### src/rtl/heat_index_regression_macros.svh
// Assertion helpers, clocked on clk and disabled in reset.
`ifndef HEAT_INDEX_REGRESSION_MACROS_SVH
`define HEAT_INDEX_REGRESSION_MACROS_SVH

// Same-cycle implication.
`define HIR_ASSERT(lbl, ante, cons, msg) \
    lbl: assert property (@(posedge clk) disable iff (!rst_n) (ante) |-> (cons)) else $error(msg);

// Next-cycle implication.
`define HIR_ASSERT_NEXT(lbl, ante, cons, msg) \
    lbl: assert property (@(posedge clk) disable iff (!rst_n) (ante) |=> (cons)) else $error(msg);

`endif

### src/rtl/hir_pkg.sv
package hir_pkg;

    localparam int NSTG = 8;

    typedef logic signed [53:0] sum_t;
    typedef logic signed [41:0] corr_val_t;

    typedef enum logic [1:0] {
        CK_NONE  = 2'd0,
        CK_DRY   = 2'd1,
        CK_HUMID = 2'd2
    } corr_kind_t;

    typedef struct packed {
        sum_t a0;
        sum_t ha1;
        sum_t hha2;
    } poly_terms_t;

    typedef struct packed {
        corr_val_t  value;
        corr_kind_t kind;
    } corr_t;

    // Polynomial grouped by powers of humidity, units of 1/(1e4 * 2^24) degree.
    localparam sum_t KA0C  = -54'sd7110016370000;
    localparam sum_t KA0T  = 54'sd34376771000;
    localparam sum_t KA0TT = 54'sd11472000;
    localparam sum_t KA1C  = 54'sd170176860000;
    localparam sum_t KA1T  = 54'sd377077000;
    localparam sum_t KA1TT = 54'sd206150;
    localparam sum_t KA2C  = 54'sd91968000;
    localparam sum_t KA2T  = 54'sd143080;
    localparam sum_t KA2TT = 54'sd33;
    localparam sum_t HALF_D = 54'sd8388608000;

    // Correction windows.
    localparam logic signed [11:0] T_LO     = 12'sd800;
    localparam logic signed [11:0] T_DRY_HI = 12'sd1120;
    localparam logic signed [11:0] T_HUM_HI = 12'sd870;
    localparam logic signed [12:0] T_MID    = 13'sd950;
    localparam logic [9:0]         H_DRY    = 10'd130;
    localparam logic [9:0]         H_HUM    = 10'd850;
    localparam logic [12:0]        B_SPAN   = 13'd170;
    localparam logic [14:0]        DRY_GAIN = 15'd250;

    // Rounding and saturation, on the value scaled by 1/2^24.
    localparam logic signed [29:0] Q_LO  = -30'sd2000000;
    localparam logic signed [29:0] Q_HI  = 30'sd4001000;
    localparam logic signed [29:0] Q_OFS = 30'sd2000000;
    localparam logic [23:0]        RECIP = 24'd8589935;   // ceil(2^33 / 1000)
    localparam int                 RECIP_SHIFT = 33;
    localparam logic signed [12:0] HI_OFS = 13'sd2000;
    localparam logic signed [12:0] HI_MIN = -13'sd2000;
    localparam logic signed [12:0] HI_MAX = 13'sd4000;

    // sqrt(b/170) in Q24, floored, for b = 0..170.
    typedef logic [24:0] sqrt_tab_t [0:170];

    function automatic sqrt_tab_t sqrt_table();
        sqrt_tab_t   tab;
        logic [63:0] v;
        logic [63:0] res;
        logic [63:0] bit_m;
        for (int b = 0; b <= 170; b++) begin
            v     = (64'(b) << 48) / 64'd170;
            res   = '0;
            bit_m = 64'd1 << 62;
            for (int k = 0; k < 32; k++) begin
                if (v >= res + bit_m) begin
                    v   = v - (res + bit_m);
                    res = (res >> 1) + bit_m;
                end else begin
                    res = res >> 1;
                end
                bit_m = bit_m >> 2;
            end
            tab[b] = res[24:0];
        end
        return tab;
    endfunction

    localparam sqrt_tab_t SQRT_TAB = sqrt_table();

endpackage

### src/rtl/hir_round.sv
module hir_round (
    input  logic                      clk,
    input  logic [hir_pkg::NSTG-1:0]  en,
    input  hir_pkg::poly_terms_t      terms,
    input  hir_pkg::corr_t            corr,
    output logic signed [12:0]        heat_index,
    output hir_pkg::corr_kind_t       kind,
    output logic                      saturated
);
    import hir_pkg::*;

    sum_t               s4_reg;
    corr_kind_t         kind4_reg, kind5_reg, kind6_reg, kind7_reg;
    logic signed [29:0] q;
    logic               lo5_reg, hi5_reg, lo6_reg, hi6_reg;
    logic [22:0]        u5_reg;
    logic [46:0]        prod6_reg;
    logic signed [12:0] hi7_reg;
    logic               sat7_reg;

    assign q = 30'(s4_reg >>> 24);

    always_ff @(posedge clk) begin
        if (en[4]) begin
            s4_reg    <= terms.a0 + terms.ha1 + terms.hha2 + sum_t'(corr.value) + HALF_D;
            kind4_reg <= corr.kind;
        end
        if (en[5]) begin
            lo5_reg   <= q < Q_LO;
            hi5_reg   <= q >= Q_HI;
            u5_reg    <= 23'(q + Q_OFS);
            kind5_reg <= kind4_reg;
        end
        // floor divide by 1000 through the reciprocal
        if (en[6]) begin
            prod6_reg <= 47'(u5_reg) * 47'(RECIP);
            lo6_reg   <= lo5_reg;
            hi6_reg   <= hi5_reg;
            kind6_reg <= kind5_reg;
        end
        if (en[7]) begin
            if (lo6_reg) begin
                hi7_reg <= HI_MIN;
            end else if (hi6_reg) begin
                hi7_reg <= HI_MAX;
            end else begin
                hi7_reg <= $signed(prod6_reg[RECIP_SHIFT +: 13]) - HI_OFS;
            end
            sat7_reg  <= lo6_reg || hi6_reg;
            kind7_reg <= kind6_reg;
        end
    end

    assign heat_index = hi7_reg;
    assign kind       = kind7_reg;
    assign saturated  = sat7_reg;

endmodule

### config.mk
export PLATFORM = sky130hd
export DESIGN_NAME = hir_round
export DESIGN_NICKNAME = d
export VERILOG_FILES = /design/src/rtl/heat_index_regression_macros.svh /design/src/rtl/hir_pkg.sv /design/src/rtl/hir_round.sv
export SDC_FILE = /design/constraint.sdc
export NUM_CORES = 1
export LEC_CHECK = 0
export BUFFER_PORTS_ARGS = -buffer_cell sky130_fd_sc_hd__clkbuf_2
export CAP_MARGIN = 20
export CORE_MARGIN = 4
export CORE_UTILIZATION = 60
export CTS_BUF_LIST = sky130_fd_sc_hd__clkbuf_8
export DETAILED_ROUTE_END_ITERATION = 10
export GPL_TIMING_DRIVEN = 0
export PLACE_DENSITY = 0.83
export SYNTH_ARGS = -nofsm -noshare
export SYNTH_HDL_FRONTEND = slang
export SYNTH_SLANG_ARGS = --single-unit
### constraint.sdc
create_clock -name clk -period 8.39 [get_ports clk]
set_clock_uncertainty 0.1 [all_clocks]
set_input_delay 1.678 -clock clk [delete_from_list [all_inputs] [get_ports clk]]
set_output_delay 1.678 -clock clk [all_outputs]
set_load 0.02 [all_outputs]
# Word level (Yosys, flattened, before mapping)
# Cells that the tools add are included.
[op_classes]
addsub = 6
n_mul = 1
n_lt_le_gt_ge = 2
n_mux = 1
reduce_logical = 2
[ops]
columns = ["operator", "count"]
rows = [
  ["$add A54 B54 Y54", 2],
  ["$add A54 B34 Y54 const B", 1],
  ["$add A54 B42 Y54", 1],
  ["$mul A23 B24 Y46 const B", 1],
  ["$ge A30 B23 Y1 const B", 1],
  ["$lt A30 B22 Y1 const B", 1],
  ["$add A23 B22 Y23 const B", 1],
  ["$mux W13", 1],
  ["$sub A13 B12 Y13 const B", 1],
  ["$reduce_or A2 Y1", 1],
  ["$logic_or A1 B1 Y1", 1],
]
[totals]
ff_bits = 149
in_bits = 215
out_inout_bits = 16
elab_cells = 26

# Logic depth before layout (Yosys ltp)
# Gate-level depths: netlist of the first run.
[logic_depth]
word_depth = 4
ltp_mapped = 25
mapped_depth_nobuf = 25

# Worst setup path after synthesis of the first run
# Ideal clock, no wire load.
[synth_timing]
kind = "reg-to-reg"
start = "register u5_reg[20]"
end = "register prod6_reg[43], data pin"
setup_ns = 0.180
arrival_time_ns = 6.120
required_time_ns = 8.110
setup_slack_ns = 1.990
path_stages_with_launch = 22
n_path_buf = 0
synth_period_minus_slack_ns = 6.400
path_cell_list = "edfxtp_1 > fa_1 > inv_1 > fa_1 > inv_1 > fa_1 > fa_1 > fa_1 > inv_1 > fa_1 > inv_1 > fa_1 > ha_1 > nand3_1 > nor2_1 > nand3_1 > o211ai_1 > a21oi_1 > o31ai_2 > a21oi_1 > nand2b_1 > a221oi_1"
[synth_via]
elab_chain_cells = 1
[synth_lines]
columns = ["element", "line", "text"]
rows = [
  ["from (decl)", "hir_round.sv:16", "logic [22:0] u5_reg;"],
  ["from (signal assigned)", "hir_round.sv:31", "u5_reg <= 23'(q + Q_OFS);"],
  ["$mul A23 B24 Y46", "hir_round.sv:36", "prod6_reg <= 47'(u5_reg) * 47'(RECIP);"],
  ["to (signal assigned)", "hir_round.sv:36", ""],
  ["to (decl)", "hir_round.sv:17", "logic [46:0] prod6_reg;"],
]
# Every way passes these cells.
# A chain may end at the register's enable or synchronous reset.

# Worst setup path in the final report of the first run
# Same ends and word-level chain as after synthesis.

==> results of run 1 <==
==> worst paths after layout <==
check | slack [ns] | startpoint | cells after the start | end
worst min register to register | 0.31 | kind6_reg[0]$_DFFE_PP_ | 0 | kind[0]$_DFFE_PP_
worst max-delay path | 1.22 | u5_reg[20]$_DFFE_PP_ | 21 | prod6_reg[43]$_DFFE_PP_
worst max register to register | 1.22 | u5_reg[20]$_DFFE_PP_ | 21 | prod6_reg[43]$_DFFE_PP_
worst min-delay path | 0.31 | kind6_reg[0]$_DFFE_PP_ | 0 | kind[0]$_DFFE_PP_
==> through the flow <==
stage                     hold WS [ns]  worst slack, ns
after global routing            0.3274           0.9193
final                           0.3147            1.222
after detailed placement        0.3052            1.225
after floorplan                 0.3003            1.990
after global placement          0.3018            1.290
after CTS                       0.3111            1.211
==> placed cells by master, fill, tap and decap left out, types with 36 or more instances in the layout <==
master    count
fa_1        260
inv_1       340
a21o_1       36
clkbuf_2    226
xnor2_1      39
ha_1        341
nor2_1       41
a21oi_1      83
nand2_1      52
edfxtp_1     92
==> area by class of cell <==
class | instances | area, µm²
Multi-Input combinational cell | 1111 | 12660
Fill cell | 2031 | 8660
Clock buffer | 9 | 123.9
Buffer | 5 | 21.27
Inverter | 340 | 1276
Timing Repair Buffer | 226 | 1131
Clock inverter | 7 | 72.57
Tap cell | 372 | 465.4
Sequential cell | 92 | 2763
==> kinds of logic (layout without fill, tap and decap cells) <==
kind of cell             Yosys count  after routing  share of synthesized area [%]
adder cells (fa/ha/maj)          601            601                          56.64
buffers and inverters            345            587                          7.758
AO/OA/AOI/OAI                    240            240                          9.427
AND/OR/NAND/NOR                  204            204                          6.195
flip-flops                        92             92                          16.52
XOR/XNOR                          65             65                          3.404
multiplexers                       1              1                        0.05986
==> per-layer routing <==
layer,vias to the layer above,global-route usage (%),wire length [µm]
met5,-,0,27
met4,4,6.972,932
met3,82,4.630,2361
met2,414,45.04,18850
met1,5845,30.34,14460
li1,5684,-,-
==> out/summary.txt, run 1 <==
Pins Over Slew Limit: 0
drc violations: 0
Setup CP Type: reg2reg
critical-path cell list: fa_1 -> inv_1 -> fa_1 -> inv_1 -> fa_1 -> fa_1 -> fa_1 -> inv_1 -> fa_1 -> inv_1 -> fa_1 -> ha_1 -> nand3_1 -> nor2_1 -> nand3_1 -> o211ai_1 -> a21oi_1 -> o31ai_2 -> a21oi_1 -> nand2b_1 -> a221oi_1
DR vias/cell: 5.564
Rows: 60
Worst path max stage delay: 0.66 ns
post-CTS setup buffer count: 0
Slew @ Worst Pin: 0.8412 ns
Finish-stage setup viols: 0
pin count of the biggest net entering global routing: 33
Routed WL: 36640 µm
most frequent cell after synthesis: ha_1
Die Span X: 175.0 µm
total grt overflow: 0
Slowest cell on crit path: fa_1
highest clock rate: 0.1395 GHz
number of detailed-route iterations in the first pass: 5
outcome: complete, no violations
delay-heaviest family, CP: adder cells
RSZ-0062 raised after global routing: no
CP arrival: 7.27 ns
asr flop ratio synth: 0%
CP Data Required Time: 8.49 ns
placed cell area: 0.01832 mm²
H-tree depth: 3
Final Util: 68.14%
CTS Sinks: 92
Cell variety after synth: 62
cts repair resizes: 0
Most used DFF post-synth: edfxtp_1
syn_nets: 2364
critical path startpoint category: flop
setup_tns: 0 ns
total CTS buffers: 9
CP bufs+invs: 4
Max-slew headroom: 42.47%
Synth Instances: 1548
Post-synth top cells: ha_1, inv_1, fa_1
first-pass GRT wire length: 61640 µm
min cycle time layout: 7.168 ns
initial antenna violation count: 2
Top Ports: 231
antenna fix cells: 0
Antenna Nets Post-Route: 0
number of flip-flops in the largest register: 30
synthesized cell area: 0.01672 mm²
worst-path maximum fanout: 8
Post-synth EDFFs: 92
Mapped Avg Cell Area: 10.80 µm²
1st-iter DRT viols: 635
synth-to-layout area growth: 10.72%
fin nets: 2601
CTS root buffer: clkbuf_8
Finished Cell Area: 0.01852 mm²
crit end category: flop
die span in y: 175.0 µm
WL per Instance: 16.95 µm
maxcap violations: 0
CTS clk-pin slew, worst paths: 0.12 ns
placer congestion estimate: 0.9656
Max clock buf depth: 2
sequential share of the synthesized area: 16.52%
core area: 0.02718 mm²
Synth Register Bits: 92
area leader, netlist: fa_1
placed cell count: 2146
CTS tree: built
total number of vias: 12030
initial core utilization: 61.54%
Final Cycle Share: 85.44%
warnings from Yosys: 0
number of global-route vias before repair: 13140
top-area cell type share of the netlist area: 31.12%
layout cell share with drive strength beyond 1: 14.53%
GRT Total Usage: 24.81%
Die ar.: 0.03061 mm²
hold buffer count at cts: 0
post-route insts no fill: 2162
Top cell by count, worst path: fa_1
clk_lat worst skew: 0.40 ns
largest cells by area after synthesis: fa_1, ha_1, edfxtp_1, inv_1, a21oi_1
IO buf count: 226
final hold violation count: 0
HP Class: reg2reg
hpwl dp: 32320 µm
Power of run 1 is not shown: default switching activity piles up to over one toggle a cycle in this logic, so the estimate is an artifact.
==> run 2, diff against run 1 <==
- MAX_ROUTING_LAYER: unset -> met4
- RECOVER_POWER: unset -> 50
==> run 2 against run 1 <==
Effect of this change: non-clock buffer count did not move; sequential share of layout area barely moved; setup slack improved by 0.036 ns; core utilization rose by 0.064 points; cell count did not move.
==> out/summary.txt, run 2 (synthesis results as in run 1) <==
outcome: complete, no violations
CTS clk-pin slew, worst paths: 0.12 ns (about the same)
Die Span X: 175.0 µm (unchanged)
R2R setup slack: 1.26 ns (+0.04 ns)
number of detailed-route iterations in the first pass: 5 (unchanged)
Antenna Nets Post-Route: 0 (unchanged)
initial core utilization: 61.54% (unchanged)
commonest non-fill, non-tap cell in the layout: ha_1
highest clock rate: 0.1402 GHz (+0.51%)
CTS Sinks: 92 (unchanged)
total CTS buffers: 9 (unchanged)
crit end category: flop
Die ar.: 0.03061 mm² (unchanged)
placed cell area: 0.01832 mm² (unchanged)
Final Cycle Share: 85.00% (-0.43 points)
antenna fix cells: 0 (unchanged)
Finish-stage setup viols: 0 (unchanged)
worst hold slack: 0.3081 ns (-0.006622 ns)
1st-iter DRT viols: 656 (+3.3%)
HP Class: reg2reg
CTS root buffer: clkbuf_8
layout cell share with drive strength beyond 1: 14.41% (-0.11 points)
die span in y: 175.0 µm (unchanged)
CP arrival: 7.23 ns (-0.04 ns)
Slew @ Worst Pin: 1.377 ns (+0.5361 ns)
min cycle time layout: 7.132 ns (-0.03643 ns)
worst flop-to-flop path startpoint: u5_reg[20]$_DFFE_PP_
critical path startpoint category: flop
Setup CP Type: reg2reg
setup_tns: 0 ns (unchanged)
pin count of the biggest net entering global routing: 33 (unchanged)
number of global-route vias before repair: 13320 (+1.4%)
crit path to: prod6_reg[43]$_DFFE_PP_
fin nets: 2601 (unchanged)
hold buffer count at cts: 0 (unchanged)
number of flip-flops in the largest register: 30 (unchanged)
WL per Instance: 17.21 µm (+1.6%)
GRT Total Usage: 26.14% (+1.3 points)
final hold violation count: 0 (unchanged)
IO buf count: 226 (unchanged)
RSZ-0062 raised after global routing: no
slack of the critical path: 1.258 ns (+0.03643 ns)
placer congestion estimate: 0.9680 (+0.25%)
maxcap violations: 0 (unchanged)
post-CTS setup buffer count: 0 (unchanged)
total grt overflow: 0 (unchanged)
Top Ports: 231 (unchanged)
Pins Over Slew Limit: 0 (unchanged)
beginning of the critical path: u5_reg[20]$_DFFE_PP_
clk_lat worst skew: 0.40 ns (about the same)
total number of vias: 11940 (-0.71%)
Max clock buf depth: 2 (unchanged)
synth-to-layout area growth: 10.83% (about the same)
Fillers: 2075 (+2.2%)
hpwl dp: 32880 µm (+1.7%)
drc violations: 0 (unchanged)
CP Data Required Time: 8.49 ns (about the same)
R2R cell count: 21 (unchanged)
initial antenna violation count: 0 (-2)
DR vias/cell: 5.525 (-0.71%)
Max-slew headroom: 8.182% (-34 points)
Finished Cell Area: 0.01853 mm² (about the same)
cts repair resizes: 0 (unchanged)
Routed WL: 37220 µm (+1.6%)
CTS tree: built
core area: 0.02718 mm² (unchanged)
reg2reg end: prod6_reg[43]$_DFFE_PP_
Setup WS pre-CTS: 1.240 ns (+0.01569 ns)
H-tree depth: 3 (unchanged)
worst-path maximum fanout: 8 (unchanged)
first-pass GRT wire length: 62720 µm (+1.8%)
most frequent cells in the layout: ha_1, inv_1, fa_1
Rows: 60 (unchanged)
## run 2: how the worst min path moves through the flow
stage | depth (start not counted) | slack [ns] | startpoint | end
3_5_place_dp | 0 | 0.31 | kind4_reg[0]$_DFFE_PP_ | kind5_reg[0]$_DFFE_PP_
4_1_cts | 0 | 0.32 | kind5_reg[0]$_DFFE_PP_ | kind6_reg[0]$_DFFE_PP_
6_report | 0 | 0.31 | kind5_reg[0]$_DFFE_PP_ | kind6_reg[0]$_DFFE_PP_
2_1_floorplan | 0 | 0.30 | hi5_reg$_DFFE_PP_ | hi6_reg$_DFFE_PP_
3_3_place_gp | 0 | 0.30 | kind4_reg[1]$_DFFE_PP_ | kind5_reg[1]$_DFFE_PP_
5_1_grt | 0 | 0.33 | kind5_reg[1]$_DFFE_PP_ | kind6_reg[1]$_DFFE_PP_
## run 2: per-stage QoR
| step | cells | util [%] |
|---|---|---|
| floorplan | 1548 | - |
| global placement | 2146 | 67.41 |
| detailed placement | 2146 | 67.41 |
| CTS | 2162 | 68.21 |
| global route | 2162 | 68.20 |
| finish | 2162 | 68.20 |
## run 2: layout make-up
cell class                      instances  area, µm²  area share (%)
Buffer                                  5      21.27          0.1148
Clock buffer                            9      123.9          0.6683
Clock inverter                          7      93.84          0.5063
Inverter                              340       1276           6.886
Multi-Input combinational cell       1111      12660           68.33
Sequential cell                        92       2763           14.91
Tap cell                              372      465.4           2.511
Timing Repair Buffer                  226       1127           6.082
## run 2: worst max-delay path, stage by stage, from the launching register on
cell and delay (ns):
edfxtp_1 0.60, fa_1 0.65, inv_1 0.07, fa_1 0.51
inv_1 0.06, fa_1 0.53, fa_1 0.54, fa_1 0.56
inv_1 0.06, fa_1 0.53, inv_1 0.06, fa_1 0.47
ha_1 0.35, nand3_1 0.09, nor2_1 0.14, nand3_1 0.09
o211ai_1 0.32, a21oi_1 0.23, o31ai_2 0.43, a21oi_1 0.16
nand2b_1 0.16, a221oi_1 0.26
## run 2: layer usage
layer | GRT usage, % | part of all wire (%) | up-vias
met5 | - | 0 | -
met4 | 7.758 | 3.1 | 0
met3 | 2.510 | 5.0 | 81
met2 | 46.68 | 52 | 372
met1 | 31.67 | 40 | 5815
li1 | - | - | 5676
Power of run 2 is left out for the same reason.
==> run 3, diff against run 2 <==
- clock period: 8.39 -> 6.6 ns (I/O delays scaled with it)
==> run 3 against run 2 <==
Effect of this change: critical path depth fell by 2; highest routed layer unchanged; final area increased by 2.8%; sequential share of layout area shrank 0.41 points; global-route usage grew 0.25 points.
==> out/summary.txt, run 3 (synthesis results as in run 1) <==
worst flop-to-flop path startpoint: u5_reg[19]$_DFFE_PP_
initial core utilization: 61.54% (unchanged)
Hold Crit Start: kind5_reg[0]$_DFFE_PP_
number of flip-flops in the largest register: 30 (unchanged)
worst hold slack: 0.3084 ns (+0.0003770 ns)
CTS Sinks: 92 (unchanged)
total CTS buffers: 9 (unchanged)
commonest non-fill, non-tap cell in the layout: inv_1
Rows: 60 (unchanged)
CTS root buffer: clkbuf_8
Hold Path Depth: 0 (unchanged)
crit end category: flop
synth-to-layout area growth: 13.98%
layout cell share with drive strength beyond 1: 17.90% (+3.5 points)
R2R cell count: 19 (-9.5%)
1st-iter DRT viols: 633 (-3.5%)
antenna fix cells: 0 (unchanged)
Worst path max stage delay: 0.54 ns (-0.11 ns)
die span in y: 175.0 µm (unchanged)
WL per Instance: 17.30 µm (+0.52%)
Fillers: 2007 (-3.3%)
Die Span X: 175.0 µm (unchanged)
critical-path cell list: buf_4 -> fa_1 -> fa_1 -> ha_1 -> fa_1 -> fa_1 -> fa_1 -> fa_1 -> ha_1 -> nand3_2 -> o211ai_1 -> a21oi_1 -> o211ai_1 -> buf_4 -> a21oi_4 -> o31ai_4 -> a211o_1 -> a21oi_2 -> xnor2_1
drc violations: 0 (unchanged)
H-tree depth: 3 (unchanged)
worst hold endpoint: kind6_reg[0]$_DFFE_PP_
Die ar.: 0.03061 mm² (unchanged)
Final Cycle Share: 97.06% (+12 points)
fin nets: 2655 (+2.1%)
Top cell by count, worst path: fa_1
DR vias/cell: 5.500 (-0.44%)
HP Class: reg2reg
total number of vias: 12190 (+2.0%)
placer congestion estimate: 0.9680 (unchanged)
core area: 0.02718 mm² (unchanged)
clk_lat worst skew: 0.41 ns (about the same)
Finish-stage setup viols: 0 (unchanged)
Routed WL: 38350 µm (+3.0%)
worst-path maximum fanout: 4 (-4)
reg2reg end: prod6_reg[45]$_DFFE_PP_
Antenna Nets Post-Route: 0 (unchanged)
Top Ports: 231 (unchanged)
IO buf count: 226 (unchanged)
hpwl dp: 32880 µm (unchanged)
CP Data Required Time: 6.64 ns (-1.85 ns)
Slew @ Worst Pin: 1.366 ns (-0.01081 ns)
final hold violation count: 0 (unchanged)
critical path startpoint category: flop
CTS clk-pin slew, worst paths: 0.12 ns (about the same)
outcome: complete, no violations
total grt overflow: 0 (unchanged)
maxcap violations: 0 (unchanged)
R2R setup slack: 0.19 ns (-1.06 ns)
GRT Total Usage: 26.39% (+0.25 points)
initial antenna violation count: 0 (unchanged)
first-pass GRT wire length: 63250 µm (+0.84%)
pin count of the biggest net entering global routing: 33 (unchanged)
hold buffer count at cts: 0 (unchanged)
CTS tree: built
CP arrival: 6.45 ns (-0.78 ns)
number of global-route vias before repair: 13380 (+0.41%)
Pins Over Slew Limit: 0 (unchanged)
Slowest cell on crit path: fa_1
setup_tns: 0 ns (unchanged)
highest clock rate: 0.1561 GHz (+11%)
min cycle time layout: 6.406 ns (-0.7258 ns)
Max-slew headroom: 8.902% (+0.72 points)
Setup CP Type: reg2reg
most frequent cells in the layout: inv_1, ha_1, fa_1
number of detailed-route iterations in the first pass: 5 (unchanged)
Max clock buf depth: 2 (unchanged)
run 3: worst max path at each step:
stage	start	end	slack [ns]	depth (start not counted)
5_1_grt	u5_reg[12]$_DFFE_PP_	prod6_reg[45]$_DFFE_PP_	-0.03	21
4_1_cts	u5_reg[20]$_DFFE_PP_	prod6_reg[43]$_DFFE_PP_	0.002	22
3_5_place_dp	u5_reg[20]$_DFFE_PP_	prod6_reg[43]$_DFFE_PP_	-0.55	21
2_1_floorplan	u5_reg[20]$_DFFE_PP_	prod6_reg[43]$_DFFE_PP_	0.20	21
6_report	u5_reg[19]$_DFFE_PP_	prod6_reg[45]$_DFFE_PP_	0.19	19
3_3_place_gp	u5_reg[20]$_DFFE_PP_	prod6_reg[43]$_DFFE_PP_	-0.51	21
run 3: worst max-delay path: cells and delay by family (launching register included):
| family | cells | cell delay (ns) |
|---|---|---|
| adders and majority gates | 8 | 3.74 |
| AOI/OAI and AO/OA | 7 | 1.24 |
| DFF | 1 | 0.48 |
| buffers and inverters | 2 | 0.37 |
| and+or+nand+nor | 1 | 0.13 |
| xor gates and xnor gates | 1 | 0.08 |
run 3: what timing repair did:
item                       CTS  global route
gates resized for setup      2            20
setup buffers               22            32
cloned                       0             0
setup endpoints to repair    9             8
pin swaps                    3            19
run 3: through the flow:
stage	setup slack (ns)	instances	instance area (µm²)	utilization [%]
2_1_floorplan	0.2000	1548	16720	-
3_3_place_gp	-0.5059	2146	18320	67.41
3_5_place_dp	-0.5496	2146	18320	67.41
4_1_cts	0.002469	2184	18720	68.88
5_1_grt	-0.02588	2216	19060	70.14
6_report	0.1941	2216	19060	70.14
run 3: layer usage:
| layer | track usage, % | wire length (µm) | up-vias |
|---|---|---|---|
| met1 | 31.65 | 15200 | 5903 |
| met3 | 3.051 | 2225 | 83 |
| met5 | - | 0 | - |
| met2 | 47.13 | 19730 | 416 |
| li1 | - | - | 5786 |
| met4 | 7.823 | 1185 | 0 |
run 3: area by class of cell:
| cell class | count | area [µm²] | area share (%) |
|---|---|---|---|
| clock buffer | 9 | 123.9 | 0.6499 |
| inverter | 340 | 1276 | 6.696 |
| buffer | 5 | 21.27 | 0.1116 |
| tap | 372 | 465.4 | 2.442 |
| timing repair buffer | 280 | 1533 | 8.041 |
| multi-input combinational | 1111 | 12780 | 67.07 |
| sequential | 92 | 2763 | 14.49 |
| clock inverter | 7 | 93.84 | 0.4923 |
Power of run 3 is left out for the same reason.
